$ cat config.mk
export PLATFORM = sky130hd
export DESIGN_NAME = dual_pcm_fifo_audio_mixer_flat
export DESIGN_NICKNAME = d
export VERILOG_FILES = /design/src/sv/dpfam_pkg.sv /design/src/sv/dpfam_if.sv /design/src/sv/dpfam_fifo_bank.sv /design/src/sv/dual_pcm_fifo_audio_mixer.sv /design/src/flat_wrapper.sv
export SDC_FILE = /design/constraint.sdc
export NUM_CORES = 1
export LEC_CHECK = 0
export ABC_AREA = 1
export BUFFER_PORTS_ARGS = -buffer_cell sky130_fd_sc_hd__buf_4
export CORE_MARGIN = 10
export CORE_UTILIZATION = 39
export CTS_BUF_LIST = sky130_fd_sc_hd__clkbuf_8
export DETAILED_ROUTE_END_ITERATION = 10
export GPL_ROUTABILITY_DRIVEN = 0
export PLACE_DENSITY = 0.53
export SYNTH_ARGS = -nofsm -noshare
export SYNTH_HDL_FRONTEND = slang
export SYNTH_SLANG_ARGS = --single-unit
$ cat constraint.sdc
create_clock -name clock -period 14.2 [get_ports clock]
set_input_delay 2.84 -clock clock [delete_from_list [all_inputs] [get_ports clock]]
set_output_delay 2.84 -clock clock [all_outputs]
set_load 0.05 [all_outputs]
$ cat src/sv/dpfam_pkg.sv
// shared types, constants and helpers of the dual pcm fifo mixer
`default_nettype none
package dpfam_pkg;

   // fifo geometry; depth is a power of two and a multiple of the lane count
   localparam int FIFO_DEPTH = 32;
   localparam int PTR_W      = $clog2(FIFO_DEPTH);
   localparam int LANES      = 4;
   localparam int LANE_W     = $clog2(LANES);
   localparam int ROW_DEPTH  = FIFO_DEPTH / LANES;
   localparam int ROW_W      = $clog2(ROW_DEPTH);
   localparam int LEVEL_W    = 6;
   localparam int CHANNELS   = 2;

   typedef logic [7:0]         byte_type;
   typedef logic [PTR_W-1:0]   ptr_type;
   typedef logic [LANE_W-1:0]  lane_type;
   typedef logic [ROW_W-1:0]   row_type;
   typedef logic [LEVEL_W-1:0] level_type;
   typedef logic [15:0]        ctrl_type;
   typedef logic signed [15:0] sample_type;

   localparam level_type FIFO_FULL     = LEVEL_W'(FIFO_DEPTH);
   localparam level_type DMA_THRESHOLD = LEVEL_W'(16);

   // request kinds
   localparam logic CMD_BUS_WRITE = 1'b0;
   localparam logic CMD_TIMER     = 1'b1;

   // access sizes
   localparam logic [1:0] SIZE_BYTE = 2'd0;
   localparam logic [1:0] SIZE_HALF = 2'd1;
   localparam logic [1:0] SIZE_WORD = 2'd2;

   // register offsets inside the sound area
   localparam byte_type OFF_CTRL_L    = 8'h80;
   localparam byte_type OFF_CTRL_H    = 8'h82;
   localparam byte_type OFF_CTRL_H_HI = 8'h83;
   localparam byte_type OFF_FIFO_A    = 8'hA0;
   localparam byte_type OFF_FIFO_B    = 8'hA4;
   localparam byte_type OFF_FIFO_END  = 8'hA7;

   // sound control bit positions
   localparam int CTL_A_FULL  = 2;
   localparam int CTL_B_FULL  = 3;
   localparam int CTL_A_RIGHT = 8;
   localparam int CTL_A_LEFT  = 9;
   localparam int CTL_A_TIMER = 10;
   localparam int CTL_A_RESET = 11;
   localparam int CTL_B_RIGHT = 12;
   localparam int CTL_B_LEFT  = 13;
   localparam int CTL_B_TIMER = 14;
   localparam int CTL_B_RESET = 15;
   localparam ctrl_type CTL_RESET_MASK = 16'h8800;

   // per-request flags carried from the update stage to the mix stage
   typedef struct packed {
      logic [CHANNELS-1:0] pop;
      logic [CHANNELS-1:0] clr;
      logic [CHANNELS-1:0] dma;
      level_type           level_a;
      level_type           level_b;
      ctrl_type            ctrl;
      logic                master;
   } stage_type;

   // latch contribution: latch * 256, or latch * 128 at half volume
   function automatic sample_type chan_value(input byte_type held, input logic full);
      sample_type v;
      if (full) begin
         v = {held, 8'h00};
      end else begin
         v = {held[7], held, 7'h00};
      end
      return v;
   endfunction

   // saturate a two-term sum to 16 bits
   function automatic sample_type sat16(input logic signed [16:0] v);
      sample_type r;
      if (v > 17'sd32767) begin
         r = 16'sh7FFF;
      end else if (v < -17'sd32768) begin
         r = 16'sh8000;
      end else begin
         r = sample_type'(v[15:0]);
      end
      return r;
   endfunction

endpackage
`default_nettype wire

$ cat src/sv/dpfam_if.sv
// handshake channels of the dual pcm fifo mixer
`default_nettype none

// request channel: bus writes and timer overflows
interface dpfam_req_if;
   import dpfam_pkg::*;
   logic      valid;
   logic      ready;
   logic      cmd;
   logic [1:0] access_size;
   byte_type  bus_offset;
   logic [31:0] write_data;
   logic [1:0] timer_id;
   modport source (output valid, cmd, access_size, bus_offset, write_data, timer_id,
                   input ready);
   modport sink   (input valid, cmd, access_size, bus_offset, write_data, timer_id,
                   output ready);
endinterface

// response channel: mixed samples and fifo status
interface dpfam_rsp_if;
   import dpfam_pkg::*;
   logic       valid;
   logic       ready;
   sample_type left_sample;
   sample_type right_sample;
   logic       dma_request_a;
   logic       dma_request_b;
   level_type  level_a;
   level_type  level_b;
   modport source (output valid, left_sample, right_sample, dma_request_a,
                   dma_request_b, level_a, level_b, input ready);
   modport sink   (input valid, left_sample, right_sample, dma_request_a,
                   dma_request_b, level_a, level_b, output ready);
endinterface

// control write channel: master enable
interface dpfam_csr_if;
   logic valid;
   logic ready;
   logic data;
   modport source (output valid, data, input ready);
   modport sink   (input valid, data, output ready);
endinterface

`default_nettype wire

$ cat src/sv/dpfam_fifo_bank.sv
// byte storage of one fifo, split into four lanes with registered read
`default_nettype none
module dpfam_fifo_bank (
   input  wire                   clock,
   input  wire [dpfam_pkg::LANES-1:0] wr_en,
   input  dpfam_pkg::row_type    wr_row [dpfam_pkg::LANES],
   input  dpfam_pkg::byte_type   wr_data [dpfam_pkg::LANES],
   input  wire                   rd_en,
   input  dpfam_pkg::ptr_type    rd_ptr,
   output dpfam_pkg::byte_type   rd_data
);
   import dpfam_pkg::*;

   byte_type lane_q_ff [LANES];
   lane_type lane_sel_ff;

   // one memory per lane: one write and one read a cycle each
   for (genvar l = 0; l < LANES; l++) begin : g_lane
      byte_type mem [ROW_DEPTH];

      always_ff @(posedge clock) begin
         if (wr_en[l]) begin
            mem[wr_row[l]] <= wr_data[l];
         end
      end

      always_ff @(posedge clock) begin
         if (rd_en) begin
            lane_q_ff[l] <= mem[rd_ptr[PTR_W-1:LANE_W]];
         end
      end
   end

   // remember which lane the pointer addressed
   always_ff @(posedge clock) begin
      if (rd_en) begin
         lane_sel_ff <= rd_ptr[LANE_W-1:0];
      end
   end

   assign rd_data = lane_q_ff[lane_sel_ff];

endmodule
`default_nettype wire

$ cat src/sv/dual_pcm_fifo_audio_mixer.sv
// An accepted request passes through the stage 1 register, the stage 2 register and the
// response register before its response is shown.
// Throughput: one request per cycle while the response side takes results.
// A full response register stalls the whole pipeline through req ready.
// The fifo byte read goes through a registered lane memory, hence the mix stage.
// Reset (synchronous, active high) empties both fifos, zeroes latches, control and enable.
`default_nettype none
module dual_pcm_fifo_audio_mixer (
   input wire           clock,
   input wire           reset,
   dpfam_req_if.sink    req_if,
   dpfam_rsp_if.source  rsp_if,
   dpfam_csr_if.sink    csr_if
);
   import dpfam_pkg::*;

   // pipeline control
   logic advance;
   logic s1_valid_ff, s2_valid_ff, rsp_valid_ff;

   // stage 1 request register
   logic       s1_cmd_ff;
   logic [1:0] s1_size_ff;
   byte_type   s1_off_ff;
   logic [31:0] s1_data_ff;
   logic [1:0] s1_timer_ff;

   // architectural state
   ctrl_type  ctrl_ff, ctrl_in;
   ptr_type   rp_ff  [CHANNELS];
   ptr_type   rp_in  [CHANNELS];
   level_type lvl_ff [CHANNELS];
   level_type lvl_in [CHANNELS];
   byte_type  held_ff [CHANNELS];
   byte_type  held_in [CHANNELS];
   logic      master_ff;

   // stage 2 register
   stage_type s2_ff, s2_in;

   // response register
   sample_type left_ff, right_ff;
   logic       dma_a_ff, dma_b_ff;
   level_type  level_a_ff, level_b_ff;

   // stage 1 decode
   logic      is_write, size_ok, in_window, push_ch, ld_en;
   ctrl_type  ld_val;
   logic [2:0] nbytes;
   logic [CHANNELS-1:0] push_en, match, pop, clr, dma, sel_bit;
   ptr_type   tail [CHANNELS];
   level_type room [CHANNELS];
   level_type pushed [CHANNELS];
   logic [LANES-1:0] wr_en [CHANNELS];
   row_type   wr_row [CHANNELS][LANES];
   byte_type  wr_data [CHANNELS][LANES];
   byte_type  rd_data [CHANNELS];

   // stage 2 mix
   logic signed [16:0] left_sum, right_sum;
   sample_type val_a, val_b;

   assign advance       = !rsp_valid_ff || rsp_if.ready;
   assign req_if.ready  = advance;
   assign csr_if.ready  = 1'b1;

   // valid bits of the three registers
   always_ff @(posedge clock) begin
      if (reset) begin
         s1_valid_ff  <= 1'b0;
         s2_valid_ff  <= 1'b0;
         rsp_valid_ff <= 1'b0;
      end else if (advance) begin
         s1_valid_ff  <= req_if.valid;
         s2_valid_ff  <= s1_valid_ff;
         rsp_valid_ff <= s2_valid_ff;
      end
   end

   // request capture
   always_ff @(posedge clock) begin
      if (advance) begin
         s1_cmd_ff   <= req_if.cmd;
         s1_size_ff  <= req_if.access_size;
         s1_off_ff   <= req_if.bus_offset;
         s1_data_ff  <= req_if.write_data;
         s1_timer_ff <= req_if.timer_id;
      end
   end

   // master enable
   always_ff @(posedge clock) begin
      if (reset) begin
         master_ff <= 1'b0;
      end else if (csr_if.valid) begin
         master_ff <= csr_if.data;
      end
   end

   // write decode
   always_comb begin
      is_write  = (s1_cmd_ff == CMD_BUS_WRITE);
      size_ok   = (s1_size_ff == SIZE_BYTE) || (s1_size_ff == SIZE_HALF) ||
                  (s1_size_ff == SIZE_WORD);
      in_window = (s1_off_ff >= OFF_FIFO_A) && (s1_off_ff <= OFF_FIFO_END);
      push_ch   = (s1_off_ff >= OFF_FIFO_B);
      nbytes    = 3'd1 << s1_size_ff;
   end

   // control register loads
   always_comb begin
      ld_en  = 1'b0;
      ld_val = ctrl_ff;
      if (is_write && !in_window) begin
         case (s1_size_ff)
            SIZE_BYTE: begin
               if (s1_off_ff == OFF_CTRL_H) begin
                  ld_en  = 1'b1;
                  ld_val = {ctrl_ff[15:8], s1_data_ff[7:0]};
               end else if (s1_off_ff == OFF_CTRL_H_HI) begin
                  ld_en  = 1'b1;
                  ld_val = {s1_data_ff[7:0], ctrl_ff[7:0]};
               end
            end
            SIZE_HALF: begin
               if (s1_off_ff == OFF_CTRL_H) begin
                  ld_en  = 1'b1;
                  ld_val = s1_data_ff[15:0];
               end
            end
            SIZE_WORD: begin
               if (s1_off_ff == OFF_CTRL_L) begin
                  ld_en  = 1'b1;
                  ld_val = s1_data_ff[31:16];
               end
            end
            default: begin
            end
         endcase
      end
      ctrl_in   = ld_en ? (ld_val & ~CTL_RESET_MASK) : ctrl_ff;
      clr[0]    = ld_en && ld_val[CTL_A_RESET];
      clr[1]    = ld_en && ld_val[CTL_B_RESET];
      sel_bit[0] = ctrl_ff[CTL_A_TIMER];
      sel_bit[1] = ctrl_ff[CTL_B_TIMER];
   end

   // per channel push, pop and pointer update
   always_comb begin
      for (int ch = 0; ch < CHANNELS; ch++) begin
         push_en[ch] = is_write && size_ok && in_window && (push_ch == 1'(ch));
         tail[ch]    = rp_ff[ch] + lvl_ff[ch][PTR_W-1:0];
         room[ch]    = FIFO_FULL - lvl_ff[ch];
         pushed[ch]  = (LEVEL_W'(nbytes) > room[ch]) ? room[ch] : LEVEL_W'(nbytes);
         match[ch]   = !is_write && master_ff && (s1_timer_ff == {1'b0, sel_bit[ch]});
         pop[ch]     = match[ch] && (lvl_ff[ch] != '0);
         rp_in[ch]   = rp_ff[ch];
         lvl_in[ch]  = lvl_ff[ch];
         if (clr[ch]) begin
            rp_in[ch]  = '0;
            lvl_in[ch] = '0;
         end else if (push_en[ch]) begin
            lvl_in[ch] = lvl_ff[ch] + pushed[ch];
         end else if (pop[ch]) begin
            rp_in[ch]  = rp_ff[ch] + PTR_W'(1);
            lvl_in[ch] = lvl_ff[ch] - LEVEL_W'(1);
         end
         dma[ch] = match[ch] && (lvl_in[ch] <= DMA_THRESHOLD);
      end
   end

   // lane steering: byte i of the write lands at tail + i
   always_comb begin
      lane_type off;
      ptr_type  addr;
      for (int ch = 0; ch < CHANNELS; ch++) begin
         for (int l = 0; l < LANES; l++) begin
            off  = LANE_W'(l) - tail[ch][LANE_W-1:0];
            addr = tail[ch] + PTR_W'(off);
            wr_en[ch][l]   = advance && s1_valid_ff && push_en[ch] &&
                             (LEVEL_W'(off) < pushed[ch]);
            wr_row[ch][l]  = addr[PTR_W-1:LANE_W];
            wr_data[ch][l] = byte_type'(s1_data_ff >> {off, 3'b000});
         end
      end
   end

   // fifo storage
   for (genvar ch = 0; ch < CHANNELS; ch++) begin : g_bank
      dpfam_fifo_bank u_bank (
         .clock   (clock),
         .wr_en   (wr_en[ch]),
         .wr_row  (wr_row[ch]),
         .wr_data (wr_data[ch]),
         .rd_en   (advance && s1_valid_ff && pop[ch]),
         .rd_ptr  (rp_ff[ch]),
         .rd_data (rd_data[ch])
      );
   end

   // state update at the end of stage 1
   always_ff @(posedge clock) begin
      if (reset) begin
         ctrl_ff <= '0;
         for (int ch = 0; ch < CHANNELS; ch++) begin
            rp_ff[ch]  <= '0;
            lvl_ff[ch] <= '0;
         end
      end else if (advance && s1_valid_ff) begin
         ctrl_ff <= ctrl_in;
         for (int ch = 0; ch < CHANNELS; ch++) begin
            rp_ff[ch]  <= rp_in[ch];
            lvl_ff[ch] <= lvl_in[ch];
         end
      end
   end

   // flags handed to the mix stage
   always_comb begin
      s2_in.pop     = pop;
      s2_in.clr     = clr;
      s2_in.dma     = dma;
      s2_in.level_a = lvl_in[0];
      s2_in.level_b = lvl_in[1];
      s2_in.ctrl    = ctrl_in;
      s2_in.master  = master_ff;
   end

   always_ff @(posedge clock) begin
      if (advance) begin
         s2_ff <= s2_in;
      end
   end

   // latch update with the byte read in stage 1
   always_comb begin
      for (int ch = 0; ch < CHANNELS; ch++) begin
         if (s2_ff.clr[ch]) begin
            held_in[ch] = '0;
         end else if (s2_ff.pop[ch]) begin
            held_in[ch] = rd_data[ch];
         end else begin
            held_in[ch] = held_ff[ch];
         end
      end
   end

   always_ff @(posedge clock) begin
      if (reset) begin
         for (int ch = 0; ch < CHANNELS; ch++) begin
            held_ff[ch] <= '0;
         end
      end else if (advance && s2_valid_ff) begin
         for (int ch = 0; ch < CHANNELS; ch++) begin
            held_ff[ch] <= held_in[ch];
         end
      end
   end

   // left and right mix with saturation
   always_comb begin
      val_a     = chan_value(held_in[0], s2_ff.ctrl[CTL_A_FULL]);
      val_b     = chan_value(held_in[1], s2_ff.ctrl[CTL_B_FULL]);
      left_sum  = '0;
      right_sum = '0;
      if (s2_ff.master) begin
         if (s2_ff.ctrl[CTL_A_LEFT]) begin
            left_sum = left_sum + 17'(val_a);
         end
         if (s2_ff.ctrl[CTL_B_LEFT]) begin
            left_sum = left_sum + 17'(val_b);
         end
         if (s2_ff.ctrl[CTL_A_RIGHT]) begin
            right_sum = right_sum + 17'(val_a);
         end
         if (s2_ff.ctrl[CTL_B_RIGHT]) begin
            right_sum = right_sum + 17'(val_b);
         end
      end
   end

   // response register
   always_ff @(posedge clock) begin
      if (advance) begin
         left_ff    <= sat16(left_sum);
         right_ff   <= sat16(right_sum);
         dma_a_ff   <= s2_ff.dma[0];
         dma_b_ff   <= s2_ff.dma[1];
         level_a_ff <= s2_ff.level_a;
         level_b_ff <= s2_ff.level_b;
      end
   end

   assign rsp_if.valid         = rsp_valid_ff;
   assign rsp_if.left_sample   = left_ff;
   assign rsp_if.right_sample  = right_ff;
   assign rsp_if.dma_request_a = dma_a_ff;
   assign rsp_if.dma_request_b = dma_b_ff;
   assign rsp_if.level_a       = level_a_ff;
   assign rsp_if.level_b       = level_b_ff;

endmodule
`default_nettype wire

$ cat src/flat_wrapper.sv
// flat-port wrapper written by rule: the top's interface ports become plain ports
module dual_pcm_fifo_audio_mixer_flat import dpfam_pkg::*;
  (clock, reset, req_if_valid, req_if_cmd, req_if_access_size, req_if_bus_offset, req_if_write_data, req_if_timer_id, req_if_ready, rsp_if_valid, rsp_if_left_sample, rsp_if_right_sample, rsp_if_dma_request_a, rsp_if_dma_request_b, rsp_if_level_a, rsp_if_level_b, rsp_if_ready, csr_if_valid, csr_if_data, csr_if_ready);
  dpfam_req_if req_if_i ();
  dpfam_rsp_if rsp_if_i ();
  dpfam_csr_if csr_if_i ();
  input wire clock;
  input wire reset;
  input wire logic [$bits(req_if_i.valid)-1:0] req_if_valid;
  input wire logic [$bits(req_if_i.cmd)-1:0] req_if_cmd;
  input wire logic [$bits(req_if_i.access_size)-1:0] req_if_access_size;
  input wire logic [$bits(req_if_i.bus_offset)-1:0] req_if_bus_offset;
  input wire logic [$bits(req_if_i.write_data)-1:0] req_if_write_data;
  input wire logic [$bits(req_if_i.timer_id)-1:0] req_if_timer_id;
  output wire logic [$bits(req_if_i.ready)-1:0] req_if_ready;
  output wire logic [$bits(rsp_if_i.valid)-1:0] rsp_if_valid;
  output wire logic [$bits(rsp_if_i.left_sample)-1:0] rsp_if_left_sample;
  output wire logic [$bits(rsp_if_i.right_sample)-1:0] rsp_if_right_sample;
  output wire logic [$bits(rsp_if_i.dma_request_a)-1:0] rsp_if_dma_request_a;
  output wire logic [$bits(rsp_if_i.dma_request_b)-1:0] rsp_if_dma_request_b;
  output wire logic [$bits(rsp_if_i.level_a)-1:0] rsp_if_level_a;
  output wire logic [$bits(rsp_if_i.level_b)-1:0] rsp_if_level_b;
  input wire logic [$bits(rsp_if_i.ready)-1:0] rsp_if_ready;
  input wire logic [$bits(csr_if_i.valid)-1:0] csr_if_valid;
  input wire logic [$bits(csr_if_i.data)-1:0] csr_if_data;
  output wire logic [$bits(csr_if_i.ready)-1:0] csr_if_ready;
  assign req_if_i.valid = req_if_valid;
  assign req_if_i.cmd = req_if_cmd;
  assign req_if_i.access_size = req_if_access_size;
  assign req_if_i.bus_offset = req_if_bus_offset;
  assign req_if_i.write_data = req_if_write_data;
  assign req_if_i.timer_id = req_if_timer_id;
  assign req_if_ready = req_if_i.ready;
  assign rsp_if_valid = rsp_if_i.valid;
  assign rsp_if_left_sample = rsp_if_i.left_sample;
  assign rsp_if_right_sample = rsp_if_i.right_sample;
  assign rsp_if_dma_request_a = rsp_if_i.dma_request_a;
  assign rsp_if_dma_request_b = rsp_if_i.dma_request_b;
  assign rsp_if_level_a = rsp_if_i.level_a;
  assign rsp_if_level_b = rsp_if_i.level_b;
  assign rsp_if_i.ready = rsp_if_ready;
  assign csr_if_i.valid = csr_if_valid;
  assign csr_if_i.data = csr_if_data;
  assign csr_if_ready = csr_if_i.ready;
  dual_pcm_fifo_audio_mixer u_core (.clock(clock), .reset(reset), .req_if(req_if_i), .rsp_if(rsp_if_i), .csr_if(csr_if_i));
endmodule
==> Word level (Yosys, flattened, before mapping) <==
Memory sizes are Yosys's and may differ from the RTL's. A register that Yosys moved wholly into a read port is not among the register bits.
Cells that the tools add are included.
{ "totals": {"regBits": 148, "mem_bits_rw": 614, "in_bits": 51, "word_cells": 225, "n_memories": 13} }
{ "op_classes": {"n_addsub": 28, "magnitude_cmp": 19, "n_eq_ne": 7, "shifts": 9, "mux": 79, "bitwise_logic": 8, "reduce_logical": 37} }
{ "mem_list": {"columns": ["name", "words", "width", "read_ports", "rd_clocked_by_memory_dff", "wr", "line_no", "text"], "rows": [
  ["u_core.g_bank[0].u_bank.g_lane[0].mem", 8, 8, 1, 0, 1, "dpfam_fifo_bank.sv:19", "byte_type mem [ROW_DEPTH];"],
  ["u_core.g_bank[0].u_bank.g_lane[1].mem", 8, 8, 1, 0, 1, "dpfam_fifo_bank.sv:19", null],
  ["u_core.g_bank[0].u_bank.g_lane[2].mem", 8, 8, 1, 0, 1, "dpfam_fifo_bank.sv:19", null],
  ["u_core.g_bank[0].u_bank.g_lane[3].mem", 8, 8, 1, 0, 1, "dpfam_fifo_bank.sv:19", null],
  ["u_core.g_bank[1].u_bank.g_lane[0].mem", 8, 8, 1, 0, 1, "dpfam_fifo_bank.sv:19", null],
  ["u_core.g_bank[1].u_bank.g_lane[1].mem", 8, 8, 1, 0, 1, "dpfam_fifo_bank.sv:19", null],
  ["7 more memories", null, null, null, null, null, null, null]
]} }
{ "ops": {"columns": ["operator", "count"], "rows": [
  ["$shr A32 B5 Y8", 8],
  ["$mux W17", 8],
  ["$mux W16", 8],
  ["$mux W6", 10],
  ["$lt A2 B6 Y1", 8],
  ["$mux W8", 6],
  ["$pmux W16 S3", 1],
  ["$add A5 B2 Y5", 8],
  ["$mux W5", 8],
  ["$add A17 B16 Y17", 2],
  ["$gt A17 B16 Y1 const B", 2],
  ["$lt A17 B16 Y1 const B", 2],
  ["$mux W1", 33],
  ["$mux W15", 2],
  ["$logic_and A1 B1 Y1", 29],
  ["$eq A8 B8 Y1 const B", 3],
  ["$ge A8 B8 Y1 const B", 2],
  ["$add A6 B6 Y6", 2],
  ["$gt A3 B6 Y1", 2],
  ["$le A6 B5 Y1 const B", 2],
  ["$reduce_bool A6 Y1", 2],
  ["$sub A6 B1 Y6 const B", 2],
  ["$sub A6 B6 Y6 const A", 2],
  ["$add A5 B1 Y5 const B", 2],
  ["other kinds (15)", 33]
]} }

==> Longest topological paths before layout <==
An unclocked memory read counts as a cell.
{ "depth": {"depth_word": 11, "mapped_depth": 25, "ltp_nobuf": 24} }

==> Hierarchy <==
Synthesis repeated with hierarchy kept, for this count alone.
{ "unflattened": {"hier_cells": 3931, "area_unflattened_um2": 36351.1} }
{ "by_module_without_submodules": {"columns": ["mod", "n_inst", "cells_each", "area_per_inst_um2"], "rows": [
  ["dpfam_fifo_bank", 2, 1257, 12718.4],
  ["dual_pcm_fifo_audio_mixer", 1, 1417, 10914.2]
]} }

==> Worst setup path before layout <==
OpenSTA, ideal clock, no wires.
{ "synth_path": {"kind": "input -> register", "from": "input rsp_if_ready", "to": "register (tool-made name)", "arrival_time_ps": 8157, "required_ps": 14079, "slack_ps": 5921, "path_stages": 5, "path_cell_list": "nor2_1 inv_1 nand2_1 nor2_1 mux2_2"} }
{ "synth_rtl": {"columns": ["element", "line_no", "text"], "rows": [
  ["from (decl)", "flat_wrapper.sv:23", "input wire logic [$bits(rsp_if_i.ready)-1:0] rsp_if_ready;"]
]} }

==> Worst setup path after layout <==
{ "layout_path": {"from": "input rsp_if_ready", "to": "output req_if_ready"} }
{ "layout_via": {"elab_chain_len": 1} }
{ "layout_rtl": {"columns": ["element", "line_no", "text"], "rows": [
  ["$logic_or A1 B1 Y1", "dual_pcm_fifo_audio_mixer.sv:63", "assign advance = !rsp_valid_ff || rsp_if.ready;"],
  ["to (decl)", "flat_wrapper.sv:15", "output wire logic [$bits(req_if_i.ready)-1:0] req_if_ready;"]
]} }
Every way passes these cells.

==> metrics.md <==
| Metric | Value |
|---|---|
| Area leader, netlist | `edfxtp_1` |
| Synth cell types | `between 50 and 60` |
| Share of cells above drive strength 1 | `roughly 11%` |
| Final hold vios | `0` |
| CTS tree | `built` |
| First-pass GRT wire length | `between 100 and 150 mm` |
| Status | `finished clean` |
| Reg-to-Reg Start | `u_core.rp_ff[0][0]` |
| CTS sink count | `739` |
| Total power | `~5.2 mW` |
| Reg power frac | `roughly half` |
| CP max FO | `54` |
| Top cells by area, synth | `edfxtp_1 64%, nor2_1 7.4%, o21ai_0 6.6%` |
| Clock root buffer | `clkbuf_8` |
| Ys Warns | `0` |
| Power share of the combinational group | `between 10% and 20%` |
| Pint | `3.68 mW` |
| Largest net degree at the start of global routing | `around 90` |
| Starting Density | `between 30% and 40%` |
| CTS clk-pin slew, worst paths | `~60 ps` |
| DR pass1 iterations | `7` |
| Vias in the first global route | `23300` |
| Critical-path top delay cell | `nor2_1` |
| Post-synth EDFFs | `about 720` |
| Max-slew headroom | `8.83%` |
| CP Buf/Inv Count | `3` |
| IO Port Bufs | `just under 100` |
| # Post-CTS Setup Buffers | `0` |
| Most frequent cells in the layout | `722 x edfxtp_1, 669 x nor2_1, 419 x nand2_1` |
| WP data arrival | `~4100 ps` |
| DRC viols | `0` |
| Final core occ | `around 44%` |
| DR iter-0 viols | `2226` |
| CP startpoint kind | `primary input` |
| GRT Overall Usage | `18.2%` |
| Fin area | `0.0380 mm^2` |
| CTS H-tree depth | `3` |
| Post-layout net count | `between 3000 and 4000` |
| Tightest Pin Transition | `1350 ps` |
| Slowest stage delay, CP | `slightly below 400 ps` |
| Ys flop type | `edfxtp_1` |
| Grt ovf | `0` |
| Antenna violations before repair | `2` |
| Placed Instances | `approximately 4300` |
| CP most frequent cell | `buf_4` |
| Post-synth top area share | `64.0%` |
| Min Tclk post-route | `6910 ps` |
| Hold endpoint | `u_core.rsp_if.level_b[1]` |
| Final Non-Filler Cells | `around 4600` |
| P per Cell Area | `around 140 mW/mm^2` |
| Cell family with most CP delay | `buffers and inverters` |
| Clk buf depth | `3` |
| Placed cell areas | `between 0.03 and 0.04 mm^2` |
| Max Cap Violations | `0` |
| Clk_lat worst skew | `around 770 ps` |
| Cell Area, Synth | `~0.034 mm^2` |
| Crit path kind | `in2out` |
| RSZ-0062 raised after global routing | `no` |
| WL/cell | `roughly 20 um` |
| Hold Path Origin | `u_core.s2_ff[18]` |
| Detail Placement HPWL | `roughly 66 mm` |
| Clk pwr share | `about a third` |
| Levels on crit path | `4` |
| Asr flop ratio synth | `0%` |
| Sw Ratio | `approximately 30%` |
| #FFs+latches synth | `739` |
| Seq/Total Area, Yosys | `about two thirds` |
| Die area | `just under 0.1 mm^2` |
| Final Cycle Share | `slightly below 50%` |
| Via count | `between 20000 and 25000` |
| Pleak | `14.4 nW` |
| Area grow syn2layout | `12.2%` |
| CTS Hold Bufs | `0` |
| Crit Reg-Reg Endpoint | `u_core.g_bank[0].u_bank.g_lane[0].mem[6][3]` |
| I/O pin total | `100` |
| Class of the worst hold path | `reg2reg` |
| Routed Antenna Nets | `0` |
| Worst Skew | `between 40 and 50 ps` |
| Worst vdd ir | `between 0.00007 and 0.00008 V` |
| Sw Pwr | `roughly 1.6 mW` |
| Setup_tns | `0 ps` |
| Cell depth of the worst hold path | `0` |
| Die Height | `~310 um` |
| WL final | `slightly above 90 mm` |
| CP Capture Type | `output pin` |
| Pins over their slew limit | `0` |
| DIE WIDTH | `between 300 and 400 um` |
| Syn Area/Cell | `approximately 11 um^2` |
| CTS resizes | `0` |
| Cells after Synth | `3200` |
| CP Data Required Time | `around 11000 ps` |
| Setup Viol. Count Final | `0` |
| Reg2Reg Depth | `8` |
| Num rows | `about 110` |
| Most common cell after layout, fill and taps aside | `edfxtp_1` |
| Crit path cell chain | `buf_4, nor2_1, inv_4, buf_4` |
| R2r setup slk | `around 9800 ps` |
| Core area | `roughly 0.086 mm^2` |
| Vias per cell | `around 5.2` |
| Total CTS buffers | `roughly 120` |
| Fmax | `about 140 MHz` |
## Yosys cell counts (3+ instances only)
cell type	number
a21o_1	3
or2_2	3
inv_1	214
nand2_1	419
fa_1	6
o22ai_1	66
o21ai_0	446
buf_4	17
a21oi_2	3
o21ai_1	18
clkbuf_1	113
dfxtp_1	17
buf_1	15
nor3_1	5
a21oi_1	44
nor2_1	671
a31oi_1	66
nand3_2	15
nand4_1	14
buf_2	14
nand2_4	3
a21boi_0	4
o221ai_1	8
xor2_1	26
inv_2	9
nor2_2	11
mux2i_1	8
xnor2_1	14
nand2_2	8
o211ai_1	21
ha_1	64
nand3_1	101
o21a_1	4
edfxtp_1	722
nand3b_1	3
mux2_2	4
## worst max path at each step
stage | startpoint | to | slack [ps]
after floorplan | rsp_if_ready | flip-flop | 5920
after global placement | rsp_if_ready | req_if_ready | 7340
after detailed placement | rsp_if_ready | req_if_ready | 7290
after CTS | rsp_if_ready | req_if_ready | 7290
after global routing | rsp_if_ready | req_if_ready | 7210
final | rsp_if_ready | req_if_ready | 7290
## power by group through the flow
stage	clock [mW]	combinational [mW]	sequential, mW
after floorplan	0	0.492	2.66
after global placement	0	0.884	2.65
after detailed placement	0	0.890	2.65
after CTS	1.77	0.893	2.61
after global routing	1.88	0.982	2.61
final	1.73	0.893	2.61
## registers in the layout (all words and copies together), names as in the netlist, named ones only
register                          count
u_core.rsp_if.dma_request_a           1
u_core.s1_timer_ff                    2
u_core.rsp_if.level_a                 6
u_core.g_bank.u_bank.lane_q_ff       64
u_core.g_bank.u_bank.lane_sel_ff      4
u_core.rsp_if.dma_request_b           1
u_core.lvl_ff                        12
u_core.master_ff                      1
u_core.rsp_if.left_sample            10
u_core.s1_valid_ff                    1
u_core.g_bank.u_bank.g_lane.mem     512
u_core.s1_data_ff                    32
u_core.s1_cmd_ff                      1
u_core.rsp_if.valid                   1
u_core.s2_valid_ff                    1
u_core.s2_ff                         25
u_core.ctrl_ff                        8
u_core.rsp_if.right_sample           10
u_core.rsp_if.level_b                 6
u_core.s1_size_ff                     2
u_core.s1_off_ff                      8
u_core.rp_ff                         10
u_core.held_ff                       16
## stage by stage
stage	hold WS (ps)	worst slack, ps
2_1_floorplan	400	5920
6_report	407	7290
4_1_cts	407	7290
3_3_place_gp	406	7340
3_5_place_dp	405	7290
5_1_grt	416	7210
## area by class of cell
type	instances	area [um^2]
sequential	739	22000
inverter	226	853
antenna	2	5.00
timing repair buffer	144	1080
tap	1155	1450
clock buffer	127	1750
multi-input combinational	2077	10300
fill	8110	48500
clock inverter	89	505
## routing by layer
layer,track usage (%),share of wire [%],vias to the layer above
met1,24.9,45,11600
met5,0,0,-
li1,-,-,11400
met3,3.29,6.5,149
met4,5.30,2.3,0
met2,29.5,46,757
## cells by family (layout without fill, tap and decap cells)
family / count (synthesis) / count (layout) / share of synthesized area [%]
other: 2 / 7 / 0.0222
adder cells (fa/ha/maj): 70 / 70 / 2.72
AO/OA/AOI/OAI: 689 / 689 / 11.1
AND/OR/NAND/NOR: 1261 / 1261 / 15.2
buffers and inverters: 387 / 586 / 4.58
flip-flops: 739 / 739 / 65.0
XOR/XNOR: 40 / 40 / 1.03
multiplexers: 12 / 12 / 0.369
(Power assumes the default switching activity.)
